### src/hdl/csfd_pkg.sv
// ----------------------------------------------------------------------------
// csfd_pkg
// Shared types, constants and the 8b10b code table for the comma-aligned
// frame decoder.
// ----------------------------------------------------------------------------
package csfd_pkg;

  localparam int SYM_W        = 10;
  localparam int BYTE_W       = 8;
  localparam int IDX_W        = 12;
  localparam int CFG_ADDR_W   = 8;
  localparam int CFG_DATA_W   = 13;
  localparam int CODE_ENTRIES = 256;
  localparam int DIST_W       = 4;

  localparam logic [CFG_ADDR_W-1:0] REG_COMMA_PATTERN = 8'd0;
  localparam logic [CFG_ADDR_W-1:0] REG_FRAME_WORDS   = 8'd1;

  localparam logic [SYM_W-1:0]      COMMA_RESET  = 10'd380;
  localparam logic [CFG_DATA_W-1:0] FRAME_RESET  = 13'd256;
  localparam logic [3:0]            BIT_LAST     = 4'd9;
  localparam logic [DIST_W-1:0]     DIST_INIT    = 4'd11;
  localparam logic [DIST_W-1:0]     DIST_FOLD    = 4'd5;
  localparam logic [DIST_W-1:0]     DIST_SPAN    = 4'd10;
  localparam logic [BYTE_W-1:0]     ENTRY_LAST   = 8'(CODE_ENTRIES - 1);

  localparam logic [5:0] SIX_MINUS [32] = '{
    6'h27, 6'h1D, 6'h2D, 6'h31, 6'h35, 6'h29, 6'h19, 6'h38,
    6'h39, 6'h25, 6'h15, 6'h34, 6'h0D, 6'h2C, 6'h1C, 6'h17,
    6'h1B, 6'h23, 6'h13, 6'h32, 6'h0B, 6'h2A, 6'h1A, 6'h3A,
    6'h33, 6'h26, 6'h16, 6'h36, 6'h0E, 6'h2E, 6'h1E, 6'h2B
  };

  // entry 8 is the alternate A7 code
  localparam logic [3:0] FOUR_MINUS [9] = '{
    4'hB, 4'h9, 4'h5, 4'hC, 4'hD, 4'hA, 4'h6, 4'hE, 4'h7
  };
  localparam logic [3:0] FOUR_PLUS [9] = '{
    4'h4, 4'h9, 4'h5, 4'h3, 4'h2, 4'hA, 4'h6, 4'h1, 4'h8
  };

  typedef enum logic [0:0] {
    ST_IDLE,
    ST_SEARCH
  } state_t;

  typedef struct packed {
    logic             start;
    logic             take;
    logic [SYM_W-1:0] target;
  } srch_req_t;

  typedef struct packed {
    logic              busy;
    logic              res_valid;
    logic [BYTE_W-1:0] pos;
    logic              erasure;
  } srch_rsp_t;

  // ten-bit code for a byte, running disparity minus, abcdei fghj msb first
  function automatic logic [SYM_W-1:0] rom_code(input logic [BYTE_W-1:0] idx);
    logic [4:0] x;
    logic [2:0] y;
    logic [5:0] six;
    logic [2:0] ones;
    logic       rd_plus;
    logic [3:0] sel;
    logic [3:0] four;
    x    = idx[4:0];
    y    = idx[7:5];
    six  = SIX_MINUS[x];
    ones = 3'd0;
    for (int k = 0; k < 6; k++) begin
      ones = ones + {2'b00, six[k]};
    end
    rd_plus = (ones != 3'd3);
    sel     = {1'b0, y};
    if (y == 3'd7) begin
      if ((!rd_plus && (x == 5'd17 || x == 5'd18 || x == 5'd20)) ||
          (rd_plus && (x == 5'd11 || x == 5'd13 || x == 5'd14))) begin
        sel = 4'd8;
      end
    end
    four = rd_plus ? FOUR_PLUS[sel] : FOUR_MINUS[sel];
    return {six, four};
  endfunction

endpackage

### src/hdl/csfd_if.sv
// ----------------------------------------------------------------------------
// csfd_if
// Valid/ready channels of the frame decoder: line bits, decoded words and
// configuration writes.
// ----------------------------------------------------------------------------
interface csfd_in_if;
  logic valid;
  logic ready;
  logic rx_bit;

  modport source (output valid, output rx_bit, input ready);
  modport sink   (input valid, input rx_bit, output ready);
endinterface

interface csfd_out_if;
  import csfd_pkg::*;
  logic              valid;
  logic              ready;
  logic [BYTE_W-1:0] decoded_byte;
  logic              erasure;
  logic [IDX_W-1:0]  word_index;
  logic              frame_last;

  modport source (output valid, output decoded_byte, output erasure,
                  output word_index, output frame_last, input ready);
  modport sink   (input valid, input decoded_byte, input erasure,
                  input word_index, input frame_last, output ready);
endinterface

interface csfd_cfg_if;
  import csfd_pkg::*;
  logic                  valid;
  logic                  ready;
  logic [CFG_ADDR_W-1:0] addr;
  logic [CFG_DATA_W-1:0] data;

  modport source (output valid, output addr, output data, input ready);
  modport sink   (input valid, input addr, input data, output ready);
endinterface

### src/hdl/comma_sync_8b10b_frame_decoder_unit.sv
// ----------------------------------------------------------------------------
// comma_sync_8b10b_frame_decoder_unit
// Hunting and the first nine bits of a word: one transfer per cycle, no result.
// Tenth bit: the search steps through the code table one entry at a time until
// an exact match or the last entry, then the output register loads once its
// slot is free; input is stalled while searching and while the result is held.
// Synchronous active-high reset: hunting, counters clear, config regs default.
// ----------------------------------------------------------------------------
module comma_sync_8b10b_frame_decoder_unit #(
  parameter int MAX_FRAME_WORDS = 4096
) (
  input  logic       clk,
  input  logic       rst,
  csfd_in_if.sink    rx,
  csfd_out_if.source res,
  csfd_cfg_if.sink   cfg
);
  import csfd_pkg::*;

  localparam int CNT_W = $clog2(MAX_FRAME_WORDS + 1);
  localparam int LW    = (CNT_W > CFG_DATA_W) ? CNT_W : CFG_DATA_W;

  logic [SYM_W-1:0]      comma_pattern;
  logic [CFG_DATA_W-1:0] frame_words;

  state_t           state, state_next;
  logic [SYM_W-1:0] comma_shift, comma_shift_next;
  logic             decoding_mode, decoding_mode_next;
  logic [3:0]       bit_position, bit_position_next;
  logic [SYM_W-1:0] word_assembly, word_assembly_next;
  logic [CNT_W-1:0] word_count, word_count_next;

  logic              out_valid;
  logic [BYTE_W-1:0] out_byte;
  logic              out_erasure;
  logic [IDX_W-1:0]  out_index;
  logic              out_last;

  logic [SYM_W-1:0] shift_val;
  logic [SYM_W-1:0] asm_val;
  logic [LW-1:0]    fw_ext;
  logic [LW-1:0]    len_eff;
  logic [LW-1:0]    count_inc;
  logic             frame_end;
  logic             slot_free;
  logic             load;

  srch_req_t sreq;
  srch_rsp_t srsp;

  csfd_search u_search (
    .clk (clk),
    .rst (rst),
    .req (sreq),
    .rsp (srsp)
  );

  // configuration
  assign cfg.ready = 1'b1;

  always_ff @(posedge clk) begin
    if (rst) begin
      comma_pattern <= COMMA_RESET;
      frame_words   <= FRAME_RESET;
    end else if (cfg.valid) begin
      unique case (cfg.addr)
        REG_COMMA_PATTERN: comma_pattern <= cfg.data[SYM_W-1:0];
        REG_FRAME_WORDS:   frame_words   <= cfg.data;
        default: ;
      endcase
    end
  end

  // effective frame length
  assign fw_ext    = LW'(frame_words);
  assign len_eff   = (fw_ext == '0) ? LW'(1) :
                     (fw_ext > LW'(MAX_FRAME_WORDS)) ? LW'(MAX_FRAME_WORDS) : fw_ext;
  assign count_inc = LW'(word_count) + LW'(1);
  assign frame_end = (count_inc >= len_eff);

  assign shift_val = {comma_shift[SYM_W-2:0], rx.rx_bit};
  assign asm_val   = {word_assembly[SYM_W-2:0], rx.rx_bit};
  assign slot_free = !out_valid || res.ready;

  assign rx.ready    = (state == ST_IDLE);

  always_comb begin
    state_next         = state;
    comma_shift_next   = comma_shift;
    decoding_mode_next = decoding_mode;
    bit_position_next  = bit_position;
    word_assembly_next = word_assembly;
    word_count_next    = word_count;
    sreq.start         = 1'b0;
    sreq.take          = 1'b0;
    sreq.target        = asm_val;
    load               = 1'b0;
    unique case (state)
      ST_IDLE: begin
        if (rx.valid) begin
          if (!decoding_mode) begin
            comma_shift_next = shift_val;
            if (shift_val == comma_pattern || shift_val == ~comma_pattern) begin
              decoding_mode_next = 1'b1;
              word_count_next    = '0;
              bit_position_next  = '0;
              word_assembly_next = '0;
            end
          end else begin
            word_assembly_next = asm_val;
            if (bit_position == BIT_LAST) begin
              bit_position_next = '0;
              sreq.start        = 1'b1;
              state_next        = ST_SEARCH;
            end else begin
              bit_position_next = bit_position + 4'd1;
            end
          end
        end
      end
      ST_SEARCH: begin
        if (srsp.res_valid && slot_free) begin
          load       = 1'b1;
          sreq.take  = 1'b1;
          state_next = ST_IDLE;
          if (frame_end) begin
            word_count_next    = '0;
            decoding_mode_next = 1'b0;
          end else begin
            word_count_next = CNT_W'(count_inc);
          end
        end
      end
      default: state_next = ST_IDLE;
    endcase
  end

  always_ff @(posedge clk) begin
    if (rst) begin
      state         <= ST_IDLE;
      comma_shift   <= '0;
      decoding_mode <= 1'b0;
      bit_position  <= '0;
      word_assembly <= '0;
      word_count    <= '0;
    end else begin
      state         <= state_next;
      comma_shift   <= comma_shift_next;
      decoding_mode <= decoding_mode_next;
      bit_position  <= bit_position_next;
      word_assembly <= word_assembly_next;
      word_count    <= word_count_next;
    end
  end

  // output register
  always_ff @(posedge clk) begin
    if (rst) begin
      out_valid <= 1'b0;
    end else if (load) begin
      out_valid <= 1'b1;
    end else if (res.ready) begin
      out_valid <= 1'b0;
    end
  end

  always_ff @(posedge clk) begin
    if (load) begin
      out_byte    <= srsp.pos;
      out_erasure <= srsp.erasure;
      out_index   <= IDX_W'(word_count);
      out_last    <= frame_end;
    end
  end

  assign res.valid        = out_valid;
  assign res.decoded_byte = out_byte;
  assign res.erasure      = out_erasure;
  assign res.word_index   = out_index;
  assign res.frame_last   = out_last;

`ifndef SYNTHESIS
  a_start_only_decoding: assert property (@(posedge clk) disable iff (rst)
    sreq.start |-> decoding_mode)
    else $error("search started while hunting");

  a_hunt_bit_pos_clear: assert property (@(posedge clk) disable iff (rst)
    !decoding_mode |-> (bit_position == '0))
    else $error("bit position not clear while hunting");

  a_frame_end_hunts: assert property (@(posedge clk) disable iff (rst)
    (load && frame_end) |=> (!decoding_mode && word_count == '0))
    else $error("hunting did not resume after last word");

  a_search_idle_on_load: assert property (@(posedge clk) disable iff (rst)
    load |-> !srsp.busy)
    else $error("result taken while search still running");
`endif

endmodule

### src/hdl/csfd_search.sv
// ----------------------------------------------------------------------------
// csfd_search
// Nearest-codeword search: one code table entry per cycle through a shared
// xor, popcount, fold and compare unit, stopping at an exact match or the last entry.
// ----------------------------------------------------------------------------
module csfd_search (
  input  logic                clk,
  input  logic                rst,
  input  csfd_pkg::srch_req_t req,
  output csfd_pkg::srch_rsp_t rsp
);
  import csfd_pkg::*;

  logic              busy;
  logic              res_valid;
  logic [BYTE_W-1:0] idx;
  logic [SYM_W-1:0]  target;
  logic [BYTE_W-1:0] best_pos;
  logic [DIST_W-1:0] best_dist;

  logic [SYM_W-1:0]  diff;
  logic [DIST_W-1:0] ones;
  logic [DIST_W-1:0] fold_dist;
  logic              better;
  logic              stop;

  assign diff = target ^ rom_code(idx);

  always_comb begin
    ones = '0;
    for (int k = 0; k < SYM_W; k++) begin
      ones = ones + {{(DIST_W-1){1'b0}}, diff[k]};
    end
  end

  assign fold_dist = (ones > DIST_FOLD) ? (DIST_SPAN - ones) : ones;
  assign better    = (fold_dist < best_dist);
  assign stop      = (fold_dist == '0) || (idx == ENTRY_LAST);

  always_ff @(posedge clk) begin
    if (rst) begin
      busy      <= 1'b0;
      res_valid <= 1'b0;
    end else if (req.start) begin
      busy      <= 1'b1;
      res_valid <= 1'b0;
      idx       <= '0;
      best_pos  <= '0;
      best_dist <= DIST_INIT;
      target    <= req.target;
    end else if (busy) begin
      if (better) begin
        best_pos  <= idx;
        best_dist <= fold_dist;
      end
      if (stop) begin
        busy      <= 1'b0;
        res_valid <= 1'b1;
      end
      idx <= idx + 1'b1;
    end else if (req.take) begin
      res_valid <= 1'b0;
    end
  end

  assign rsp.busy      = busy;
  assign rsp.res_valid = res_valid;
  assign rsp.pos       = best_pos;
  assign rsp.erasure   = (best_dist != '0);

endmodule
### src/flat_wrapper.sv
// flat-port wrapper written by rule: the top's interface ports become plain ports
module comma_sync_8b10b_frame_decoder_unit_flat import csfd_pkg::*;
#(
  parameter int MAX_FRAME_WORDS = 4096
)
  (clk, rst, rx_valid, rx_rx_bit, rx_ready, res_valid, res_decoded_byte, res_erasure, res_word_index, res_frame_last, res_ready, cfg_valid, cfg_addr, cfg_data, cfg_ready);
  csfd_in_if rx_i ();
  csfd_out_if res_i ();
  csfd_cfg_if cfg_i ();
  input  logic clk;
  input  logic rst;
  input wire logic [$bits(rx_i.valid)-1:0] rx_valid;
  input wire logic [$bits(rx_i.rx_bit)-1:0] rx_rx_bit;
  output wire logic [$bits(rx_i.ready)-1:0] rx_ready;
  output wire logic [$bits(res_i.valid)-1:0] res_valid;
  output wire logic [$bits(res_i.decoded_byte)-1:0] res_decoded_byte;
  output wire logic [$bits(res_i.erasure)-1:0] res_erasure;
  output wire logic [$bits(res_i.word_index)-1:0] res_word_index;
  output wire logic [$bits(res_i.frame_last)-1:0] res_frame_last;
  input wire logic [$bits(res_i.ready)-1:0] res_ready;
  input wire logic [$bits(cfg_i.valid)-1:0] cfg_valid;
  input wire logic [$bits(cfg_i.addr)-1:0] cfg_addr;
  input wire logic [$bits(cfg_i.data)-1:0] cfg_data;
  output wire logic [$bits(cfg_i.ready)-1:0] cfg_ready;
  assign rx_i.valid = rx_valid;
  assign rx_i.rx_bit = rx_rx_bit;
  assign rx_ready = rx_i.ready;
  assign res_valid = res_i.valid;
  assign res_decoded_byte = res_i.decoded_byte;
  assign res_erasure = res_i.erasure;
  assign res_word_index = res_i.word_index;
  assign res_frame_last = res_i.frame_last;
  assign res_i.ready = res_ready;
  assign cfg_i.valid = cfg_valid;
  assign cfg_i.addr = cfg_addr;
  assign cfg_i.data = cfg_data;
  assign cfg_ready = cfg_i.ready;
  comma_sync_8b10b_frame_decoder_unit #(.MAX_FRAME_WORDS(MAX_FRAME_WORDS)) u_core (.clk(clk), .rst(rst), .rx(rx_i), .res(res_i), .cfg(cfg_i));
endmodule
### config.mk
export PLATFORM = sky130hd
export DESIGN_NAME = comma_sync_8b10b_frame_decoder_unit_flat
export DESIGN_NICKNAME = d
export VERILOG_FILES = /design/src/hdl/csfd_pkg.sv /design/src/hdl/csfd_if.sv /design/src/hdl/comma_sync_8b10b_frame_decoder_unit.sv /design/src/hdl/csfd_search.sv /design/src/flat_wrapper.sv
export SDC_FILE = /design/constraint.sdc
export NUM_CORES = 1
export LEC_CHECK = 0
export ABC_AREA = 1
export BUFFER_PORTS_ARGS = -buffer_cell sky130_fd_sc_hd__buf_2
export CORE_UTILIZATION = 55
export DETAILED_ROUTE_END_ITERATION = 10
export PLACE_DENSITY = 0.74
export SLEW_MARGIN = 40
export SYNTH_ARGS = -nofsm -noshare
export SYNTH_HDL_FRONTEND = slang
export SYNTH_HIERARCHICAL = 1
export SYNTH_SLANG_ARGS = --single-unit
### constraint.sdc
create_clock -name clk -period 14 [get_ports clk]
set_input_delay 3.5 -clock clk [delete_from_list [all_inputs] [get_ports clk]]
set_output_delay 3.5 -clock clk [all_outputs]
set_load 0.02 [all_outputs]
==> flow_summary.json <==
{
  "path_depth": 41,
  "rr_worst_depth": 41,
  "power_density_mw_per_mm2": 99.74,
  "boundaryPins": 52,
  "numPortBuffers": 50,
  "start_util_pct": 56.58,
  "gp_congestion": 0.8432,
  "clkTransAtPathRegs_ns": 0.05,
  "grt_max_degree": 59,
  "antenna_found_initial": 0,
  "clockBufferDepth": 2,
  "synth_cells": 887,
  "n_fill_cell": 1074,
  "tightest_slew_ns": 0.7122,
  "die_h_um": 113.4,
  "cts_setup_buffers": 0,
  "die_area_mm2": 0.01286,
  "grt_pass1_vias": 5000,
  "cts_hold_buf": 0,
  "relSlewSlack_pct": 52.22,
  "cp-end-kind": "flip-flop",
  "crit_end": "u_core/u_search/best_pos[0]",
  "slew_viol_final": 0,
  "finalCoreUtilization_pct": 63.62,
  "avgSynthCellArea_um2": 7.693,
  "ant_nets": 0,
  "fmax_ghz": 0.1164,
  "fin_tns_setup_ns": 0,
  "multi_input_area_mm2": 0.003272,
  "drive_gt1_share_pct": 13.12,
  "worstSetupPathType": "flip-flop to flip-flop",
  "overflow": 0,
  "htreeDepth": 4,
  "dp_hpwl_mm": 10.04,
  "syn-num-nets": 958,
  "netlist_area_mm2": 0.006824,
  "routed_wl_mm": 13.85,
  "finalNonFillerCells": 1113,
  "ys_warn_count": 6,
  "dpl.cell_count": 1081,
  "fp-row-count": 40,
  "clock-root-buffer": "clkbuf_16",
  "clock_latency_ns": 0.41,
  "arrival_ns": 8.64,
  "final-seq-area_mm2": 0.002823,
  "crit_start": "u_core/u_search/idx[3]",
  "fin_crit_sh_pct": 61.36,
  "detail_route.vias_per_cell": 5.047,
  "crit_buf_inv": 8,
  "final_nets": 1003,
  "dr.pass1.iters": 5,
  "grt_pass1_wl_mm": 22.80,
  "hold_class": "flip-flop to flip-flop",
  "area_delta_synth_final_pct": 12.45,
  "reg2reg_to": "u_core/u_search/best_pos[0]",
  "vias": 5617,
  "cap_violations": 0,
  "critPathMaxStageDelay_ns": 0.71,
  "n_antenna_cell": 0,
  "outcome": "finished, final reports clean",
  "critPathSlowestCell": "edfxtp_1",
  "finalClockSkew_ns": 0.005571,
  "fin_crit_ns": 8.590,
  "cts_sinks": 115,
  "path_delay_family": "adder cells",
  "cts_resized": 0,
  "rrSetupSlack_ns": 5.41,
  "vdd_ir_drop_max_v": 0.00008345,
  "numCtsBuffers": 17,
  "leakagePower_nw": 3.736,
  "die_w_um": 113.4,
  "rsz0062_at_grt": "false",
  "drcViolationCount": 0,
  "hold_viol": 0,
  "crit_fanout": 13,
  "wl_per_cell_um": 12.45,
  "cp_common_cell": "nand2_1",
  "start_kind": "flip-flop",
  "worstPathRequired_ns": 14.05,
  "reg2reg_from": "u_core/u_search/idx[3]",
  "core_mm2": 0.01206,
  "track_usage_pct": 22.79,
  "cts_tree": "done",
  "setup_viol": 0,
  "drtIter0Drc": 477
}
## layer usage
layer  GRT usage, %  part of all wire (%)  vias up
li1               -                     -     2915
met1          28.45                    45     2554
met2          37.96                    48      127
met3          4.570                   4.4       21
met4          11.05                   2.0        0
met5              0                     0        -
## flip-flops by register name, indices dropped and copies added (netlist names), 8 cells and up
name / cells
u_core/comma_shift: 9
u_core/res.decoded_byte: 8
u_core/word_assembly: 9
u_core/frame_words: 13
u_core/u_search/best_pos: 8
u_core/u_search/target: 10
u_core/res.word_index: 12
u_core/comma_pattern: 10
u_core/u_search/idx: 8
u_core/word_count: 13
## worst min-delay path by stage
stage	from	end	slack, ns	cells past startpoint
detailed placement	u_core/u_search/best_pos[6]	u_core/res.decoded_byte[6]	0.40	0
floorplan	u_core/u_search/best_pos[0]	u_core/res.decoded_byte[0]	0.40	0
global route	u_core/u_search/best_pos[6]	u_core/res.decoded_byte[6]	0.42	0
CTS	u_core/u_search/best_pos[6]	u_core/res.decoded_byte[6]	0.42	0
global placement	u_core/u_search/best_pos[2]	u_core/res.decoded_byte[2]	0.40	0
finish	u_core/u_search/best_pos[6]	u_core/res.decoded_byte[6]	0.42	0
## worst register-to-register path: cells and delay by family, from the launching register on
kind            cells  cell delay [ns]
simple gates       20             2.00
compound gates      3             0.51
buf+inv             8             0.76
fa+ha+maj          10             4.24
flops               1             0.71
## area by class of cell
type                       instances  share of cell area [%]
inverter                         147                   7.288
sequential                       115                   36.78
tap                              168                   2.739
clock buffer                      18                   5.593
multi-input combinational        599                   42.64
clock inverter                    14                   1.500
timing repair buffer              52                   3.457
## power breakdown
| part | switching, mW | internal, mW |
|---|---|---|
| logic | 0.0139 | 0.00710 |
| clock network | 0.151 | 0.241 |
| registers | 0.00158 | 0.350 |
| total | 0.167 | 0.599 |
## cell usage in the layout (no fill, tap or decap), types with 2 or more instances in the layout
cell type	count
o21ai_1	4
o21a_1	2
nand2_1	233
nand2_2	5
nand3_4	2
xor2_1	6
clkbuf_16	17
o221ai_1	2
fa_1	9
nand3_1	55
nand2_4	2
nor4_1	3
nand4_1	10
o21ai_2	9
clkinv_1	4
inv_1	140
nand3b_1	2
o21ai_0	33
dfxtp_1	63
nor2_2	7
nor2_1	87
clkinv_2	3
a21oi_1	61
o211ai_1	3
clkinvlp_4	6
ha_1	35
nor3_1	6
edfxtp_1	52
xnor2_1	6
inv_2	3
buf_4	2
nand3_2	4
o211ai_2	3
inv_6	2
buf_2	50
## metrics by stage
step           total power, mW  instance area, um^2  hold WS, ns  setup WS [ns]
2_1_floorplan           0.3712                 6824       0.4003          6.184
3_3_place_gp            0.3790                 7127       0.4029          5.716
3_5_place_dp            0.3795                 7127       0.4045          5.417
4_1_cts                 0.7715                 7671       0.4168          5.415
5_1_grt                 0.7904                 7674       0.4191          4.903
6_report                0.7654                 7674       0.4157          5.410
(Power assumes the default switching activity.)
